File: config.mk
export PLATFORM = sky130hd
export DESIGN_NAME = prd_isqrt
export DESIGN_NICKNAME = d
export VERILOG_FILES = /design/src/rtl/core/pinhole_ray_direction_assert.svh /design/src/rtl/core/prd_pkg.sv /design/src/rtl/core/prd_isqrt.sv
export SDC_FILE = /design/constraint.sdc
export NUM_CORES = 2
export LEC_CHECK = 0
export BUFFER_PORTS_ARGS = -buffer_cell sky130_fd_sc_hd__buf_4
export CORE_ASPECT_RATIO = 0.8
export CORE_MARGIN = 1
export CORE_UTILIZATION = 40
export CTS_CLUSTER_DIAMETER = 60
export DETAILED_ROUTE_END_ITERATION = 8
export GPL_TIMING_DRIVEN = 0
export MAX_ROUTING_LAYER = met4
export PLACE_DENSITY = 0.62
export SYNTH_ARGS = -nofsm -noshare
export SYNTH_HDL_FRONTEND = slang
export SYNTH_MEMORY_MAX_BITS = 65536
export SYNTH_SLANG_ARGS = --single-unit
File: constraint.sdc
create_clock -name clock -period 8.32 [get_ports clock]
set_input_delay 1.664 -clock clock [delete_from_list [all_inputs] [get_ports clock]]
set_output_delay 1.664 -clock clock [all_outputs]
set_load 0.1 [all_outputs]
File: src/rtl/core/pinhole_ray_direction_assert.svh
// Assertion macros used by the ray direction top level.
`ifndef PINHOLE_RAY_DIRECTION_ASSERT_SVH
`define PINHOLE_RAY_DIRECTION_ASSERT_SVH

// The consequent must hold in the same cycle as the antecedent.
`define PRD_ASSERT_IMPLY(label, clk, rst, ante, cons, msg) \
   label: assert property (@(posedge clk) disable iff (rst) (ante) |-> (cons)) \
      else $error(msg);

// The consequent must hold in the cycle after the antecedent.
`define PRD_ASSERT_NEXT(label, clk, rst, ante, cons, msg) \
   label: assert property (@(posedge clk) disable iff (rst) (ante) |=> (cons)) \
      else $error(msg);

`endif

File: src/rtl/core/prd_pkg.sv
// Types, widths and helpers shared by the ray direction pipeline.
package prd_pkg;

   localparam int CompW  = 21;
   localparam int RegW   = 63;
   localparam int PixW   = 16;
   localparam int ProdW  = 38;
   localparam int VecW   = 39;
   localparam int MagW   = 38;
   localparam int NormW  = 31;
   localparam int MsbW   = 6;
   localparam int SqW    = 62;
   localparam int SumW   = 64;
   localparam int RootW  = 32;
   localparam int RemW   = 34;
   localparam int QW     = 15;
   localparam int DirW   = 16;
   localparam int FracW  = 14;
   localparam int NumW   = 46;
   localparam int CornerShift = 6;

   typedef enum logic [1:0] {
      REG_CORNER = 2'd0,
      REG_RIGHT  = 2'd1,
      REG_DOWN   = 2'd2
   } csr_index_type;

   typedef struct packed {
      logic [2:0] neg;
      logic       degen;
   } flags_type;

   function automatic logic signed [CompW-1:0] comp_of(logic [RegW-1:0] r, int idx);
      return $signed(r[idx*CompW +: CompW]);
   endfunction

   function automatic logic signed [ProdW-1:0] mul_step(logic signed [CompW-1:0] s,
                                                        logic [PixW-1:0] p);
      logic signed [ProdW-1:0] se;
      logic signed [ProdW-1:0] pe;
      se = $signed({{(ProdW-CompW){s[CompW-1]}}, s});
      pe = $signed({{(ProdW-PixW){1'b0}}, p});
      return se * pe;
   endfunction

endpackage

File: src/rtl/core/prd_isqrt.sv
// Pipelined integer square root, one result bit per stage.
module prd_isqrt import prd_pkg::*; #(
   parameter int SIDE_W = 1
) (
   input  logic              clock,
   input  logic              reset,
   input  logic              ce,
   input  logic              in_vld,
   input  logic [SumW-1:0]   in_s,
   input  logic [SIDE_W-1:0] in_side,
   output logic              out_vld,
   output logic [RootW-1:0]  out_root,
   output logic [SIDE_W-1:0] out_side
);

   localparam int Steps = RootW;

   logic              vld_ff  [Steps];
   logic [RemW-1:0]   rem_ff  [Steps];
   logic [RootW-1:0]  root_ff [Steps];
   logic [SumW-1:0]   s_ff    [Steps];
   logic [SIDE_W-1:0] side_ff [Steps];

   logic              p_vld  [Steps];
   logic [RemW-1:0]   p_rem  [Steps];
   logic [RootW-1:0]  p_root [Steps];
   logic [SumW-1:0]   p_s    [Steps];
   logic [SIDE_W-1:0] p_side [Steps];

   for (genvar k = 0; k < Steps; k++) begin : g_step
      logic [RemW+1:0]  rem_sh;
      logic [RemW+1:0]  trial;
      logic [RemW-1:0]  rem_in;
      logic [RootW-1:0] root_in;

      if (k == 0) begin : g_first
         assign p_vld[k]  = in_vld;
         assign p_rem[k]  = '0;
         assign p_root[k] = '0;
         assign p_s[k]    = in_s;
         assign p_side[k] = in_side;
      end else begin : g_next
         assign p_vld[k]  = vld_ff[k-1];
         assign p_rem[k]  = rem_ff[k-1];
         assign p_root[k] = root_ff[k-1];
         assign p_s[k]    = s_ff[k-1];
         assign p_side[k] = side_ff[k-1];
      end

      always_comb begin
         rem_sh = {p_rem[k], p_s[k][SumW-1 -: 2]};
         trial  = {p_root[k], 2'b01};
         if (rem_sh >= trial) begin
            rem_in  = RemW'(rem_sh - trial);
            root_in = {p_root[k][RootW-2:0], 1'b1};
         end else begin
            rem_in  = rem_sh[RemW-1:0];
            root_in = {p_root[k][RootW-2:0], 1'b0};
         end
      end

      always_ff @(posedge clock) begin
         if (reset) begin
            vld_ff[k] <= 1'b0;
         end else if (ce) begin
            vld_ff[k] <= p_vld[k];
         end
      end

      always_ff @(posedge clock) begin
         if (ce) begin
            rem_ff[k]  <= rem_in;
            root_ff[k] <= root_in;
            s_ff[k]    <= {p_s[k][SumW-3:0], 2'b00};
            side_ff[k] <= p_side[k];
         end
      end
   end

   assign out_vld  = vld_ff[Steps-1];
   assign out_root = root_ff[Steps-1];
   assign out_side = side_ff[Steps-1];

endmodule

Word level (Yosys, flattened, before mapping)
Memories as Yosys holds them, arrays and structs flattened. Cells that the tools add are included. Widths: inputs -> output; s select.

Memory bits (writable): 4160. Bits in registers: 0. Bits of input ports: 69. Memories kept: 5.

Memory list: s_ff (depth 32, width 62, rd ports 31, clocked after Yosys merged registers in 0, write ports 32, RTL line prd_isqrt.sv:21) `logic [SumW-1:0] s_ff [Steps];`; rem_ff (depth 32, width 34, rd ports 31, clocked after Yosys merged registers in 0, write ports 32, RTL line prd_isqrt.sv:19) `logic [RemW-1:0] rem_ff [Steps];`; root_ff (depth 32, width 32, rd ports 32, clocked after Yosys merged registers in 0, write ports 32, RTL line prd_isqrt.sv:20) `logic [RootW-1:0] root_ff [Steps];`; side_ff (depth 32, width 1, rd ports 32, clocked after Yosys merged registers in 0, write ports 32, RTL line prd_isqrt.sv:22) `logic [SIDE_W-1:0] side_ff [Steps];`; vld_ff (depth 32, width 1, rd ports 32, clocked after Yosys merged registers in 0, write ports 32, RTL line prd_isqrt.sv:18) `logic vld_ff [Steps];`.

$lt $le $gt $ge: 32. Add/sub/neg operators: 32. Bitwise operators: 32. Multiplexer cells: 102.

Operator list (count): $ge 36x34->1 (31); $mux 34 (32); $sub 34x34->34 (31); $mux 1 (70); $or 1x1->1 (32); $sub 2x1->3 const B (1); $ge 2x1->1 const B (1).

Longest topological paths before layout
Depth after elaboration: 4. Depth in mapped cells: 14. Depth with buffers taken out: 12.

Least setup slack after synthesis
Ideal clock, no wire load.

Kind: reg2reg. Start point: mem rem_ff[10][12] (netlist: rem_ff[0][352]). End point: mem rem_ff[11][25] (netlist: rem_ff[0][399]) (data pin). Data arrival time: 3321 ps. Cell stages (with the launch flop): 11. Path slack: 4728 ps. Buffers on the path: 1. Library setup time: 271 ps. Required time: 8049 ps. Cell sequence: edfxtp_1 or4_1 or3_1 nor4_2 or4b_1 or4_4 nor3_4 or3_1 buf_6 nor4_1 xor2_1.

RTL lines (RTL line): start: declaration (prd_isqrt.sv:19).

==> results.py <==
metrics = {
    "setup_path": {
        "endpoint_kind": "flip-flop",
        "start_kind": "flip-flop",
        "crit_arrival_ns": 5.83,
        "critical_path_required_ns": 8.92,
        "worst-path-max-fanout": 10,
        "crit_type": "reg -> reg",
    },
    "pwr": {
        "ir_drop_mv": 0.171,
        "p_leak_nw": 51.5,
        "power_density_mw_per_mm2": 282,
    },
    "floorplanning": {
        "ios": 103,
        "die_y_um": 492,
        "rows": 179,
        "core_area_sq_mm": 0.298,
        "die-area_sq_mm": 0.302,
        "start_util_pct": 40.3,
        "die_x_um": 614,
    },
    "final_layout": {
        "fillers": 26600,
        "fin_nets": 10300,
        "syn2layout_area_growth_pct": 13.1,
        "layout_common_cells": "edfxtp_1, inv_1, nand2_1, a21oi_1, ha_1",
        "fin_area_sq_mm": 0.136,
        "regArea_sq_mm": 0.0777,
        "mostFrequentLayoutCell": "edfxtp_1",
        "multi_input_area_sq_mm": 0.0390,
        "final_layout_size_suffix_gt1_share_pct": 7.00,
    },
    "clock_tree": {
        "cts.path.max_buffers": 4,
        "cts-htree-levels": 5,
        "clock_sinks": 2587,
        "numCtsBuffers": 288,
        "clkTransAtPathRegs_ns": 0.06,
        "clkLatencyLatePin_ns": 0.86,
        "cts.repair.resized": 0,
        "cts_setup_buffers": 0,
        "hold_buffers": 0,
        "cts_tree": "built",
        "clockRootBuffer": "clkbuf_16",
    },
    "synth": {
        "synth_ff_type": "edfxtp_1",
        "yosysWarnings": 0,
        "synthesis.area_sq_mm": 0.120,
        "syn_avg_cell_area_sq_um": 13.0,
        "synth_fp_nets": 9863,
        "ys_top_cells_by_area": "edfxtp_1, ha_1, xnor2_1",
        "synth_edf_count": 2587,
        "async_flop_share_pct": 0,
        "synth_cells": 9232,
        "yosys.area.top_type": "edfxtp_1",
        "synth_top_area_share_pct": 64.7,
        "ys_seq_area_share_pct": 64.7,
        "ys_seq_elements": 2587,
        "synth.distinct_cells": 80,
    },
    "route": {
        "routed-via-count": 72400,
        "firstDrtPassIters": 8,
        "wirelength_um": 255000,
        "drtIter0Drc": 6126,
        "wl_per_cell_um": 18.4,
        "final_antenna_net_count": 0,
        "via_per_inst": 5.23,
        "drc": 0,
    },
    "placed_design": {
        "place_congestion": 0.914,
        "portBuffers": 102,
        "place_hpwl_um": 185000,
        "placed_cell_area_sq_mm": 0.126,
    },
    "flow_run": {
        "maxCapViolCount": 0,
    },
    "timing": {
        "finalClockSkew_ns": 0.0546,
        "rsz0062_at_grt": "no",
        "setup_viol": 0,
        "finalSetupTns_ns": 0,
        "hold_viol": 0,
        "slew_headroom_pct": 6.50,
        "slew_viol_final": 0,
        "max_freq_mhz": 191,
        "tightest_slew_ns": 1.40,
        "min_period_ns": 5.23,
        "fin_crit_sh_pct": 62.8,
    },
    "min_path": {
        "min_path_type": "reg -> reg",
    },
    "global_routing": {
        "grt_max_degree": 198,
        "grt_antenna_before_repair": 3,
        "grt_pass1_wl_um": 399000,
        "grt_pass1_vias": 70800,
        "grt-ovfl-total": 0,
        "grt_usage_pct": 17.0,
    },
    "outcome": {
        "outcome": "completed",
    },
}
synthesized netlist by cell type (11+ instances only):
library cell,instances
o21ai_0,450
mux2_2,73
o31ai_1,42
or3_1,83
buf_1,15
nand3_1,167
a211oi_1,44
o31a_1,13
o41ai_1,12
nand4b_1,17
clkbuf_1,166
o2111ai_1,11
ha_1,562
a2111oi_0,14
inv_1,698
nor3b_1,19
and4_1,18
nor4b_1,18
o22ai_1,13
o21bai_1,56
a31oi_1,45
nor4_1,113
nand2_1,596
xor2_1,383
a21o_1,285
nand4_1,104
a21oi_1,596
a31o_2,14
or2_2,41
nor2b_1,81
o21a_1,116
nand2b_1,124
nand3b_1,50
and2_1,66
nor2_1,559
edfxtp_1,2587
a21boi_0,22
nor3_1,209
xnor2_1,470
o211ai_1,25
a211o_1,15
o311ai_0,11
or4_1,56
and3_1,42
power breakdown:
part | switching (mW) | total (mW) | internal, mW | leakage, nW
logic | 4.70 | 7.88 | 3.18 | 21.9
clock network | 5.12 | 12.8 | 7.72 | 4.65
registers | 1.09 | 17.6 | 16.5 | 25.0
total | 10.9 | 38.3 | 27.4 | 51.5
cell families after synthesis:
family	Yosys count	synth area share, %
compound gates	1875	9.71
xor+xnor	853	6.22
fa+ha+maj	562	5.86
buf+inv	885	2.78
flops	2587	64.7
mux	82	0.760
other cells	1	0.00312
simple gates	2387	9.95
state kept, by name, summed over array words and instances, names as in the netlist:
name / flops
vld_ff: 32
rem_ff: 1003
side_ff: 32
root_ff: 528
s_ff: 992
per-layer routing:
layer  track usage [%]  routed length [um]
met5                 -                   0
met2              25.6              113000
met4              4.56                6430
met1              24.1              123000
met3              2.35               12100
per-stage QoR:
| stage | std cells | worst slack, ns | utilization [%] | total power, mW | hold slack, ns |
|---|---|---|---|---|---|
| 6_report | 13800 | 3.09 | 45.6 | 38.3 | 0.404 |
| 5_1_grt | 13800 | 2.77 | 45.6 | 40.3 | 0.401 |
| 4_1_cts | 13800 | 3.13 | 45.6 | 38.7 | 0.399 |
| 3_5_place_dp | 13300 | 2.46 | 42.4 | 25.6 | 0.405 |
| 3_3_place_gp | 13300 | -17.36 | 42.2 | 26.1 | 0.400 |
| 2_1_floorplan | 9232 | 4.73 | - | 23.0 | 0.400 |
worst max-delay path, cell delays in order (launching register included):
cell      delay (ns)
edfxtp_1        0.39
inv_1           0.06
ha_1            0.34
nor2b_1         0.17
o31a_1          0.28
o31a_1          0.32
o21ai_0         0.39
a41oi_1         0.30
o21ai_0         0.60
a21bo_2         0.22
clkbuf_1        0.34
clkbuf_1        0.66
buf_1           0.63
nand2_1         0.12
o21ai_0         0.16
cell type report:
| type | instances | share of cell area (%) |
|---|---|---|
| multi-input cells | 5760 | 28.8 |
| plain buffers | 185 | 0.520 |
| flip-flops and latches | 2587 | 57.2 |
| inverters | 700 | 1.94 |
| repair buffers | 118 | 0.888 |
| well taps | 3982 | 3.67 |
| clock buffers | 337 | 5.57 |
| diodes | 2 | 0.00369 |
| clock inverters | 166 | 1.45 |
worst paths after layout:
path | start | to | slack (ns) | cells after the start
hold / removal | s_ff[0][203] | s_ff[0][267] | 0.40 | 0
hold reg to reg | s_ff[0][203] | s_ff[0][267] | 0.40 | 0
setup / recovery | root_ff[1][416] | rem_ff[1][501] | 3.09 | 14
setup reg to reg | root_ff[1][416] | rem_ff[1][501] | 3.09 | 14
Power figures use the tool's default switching activity.
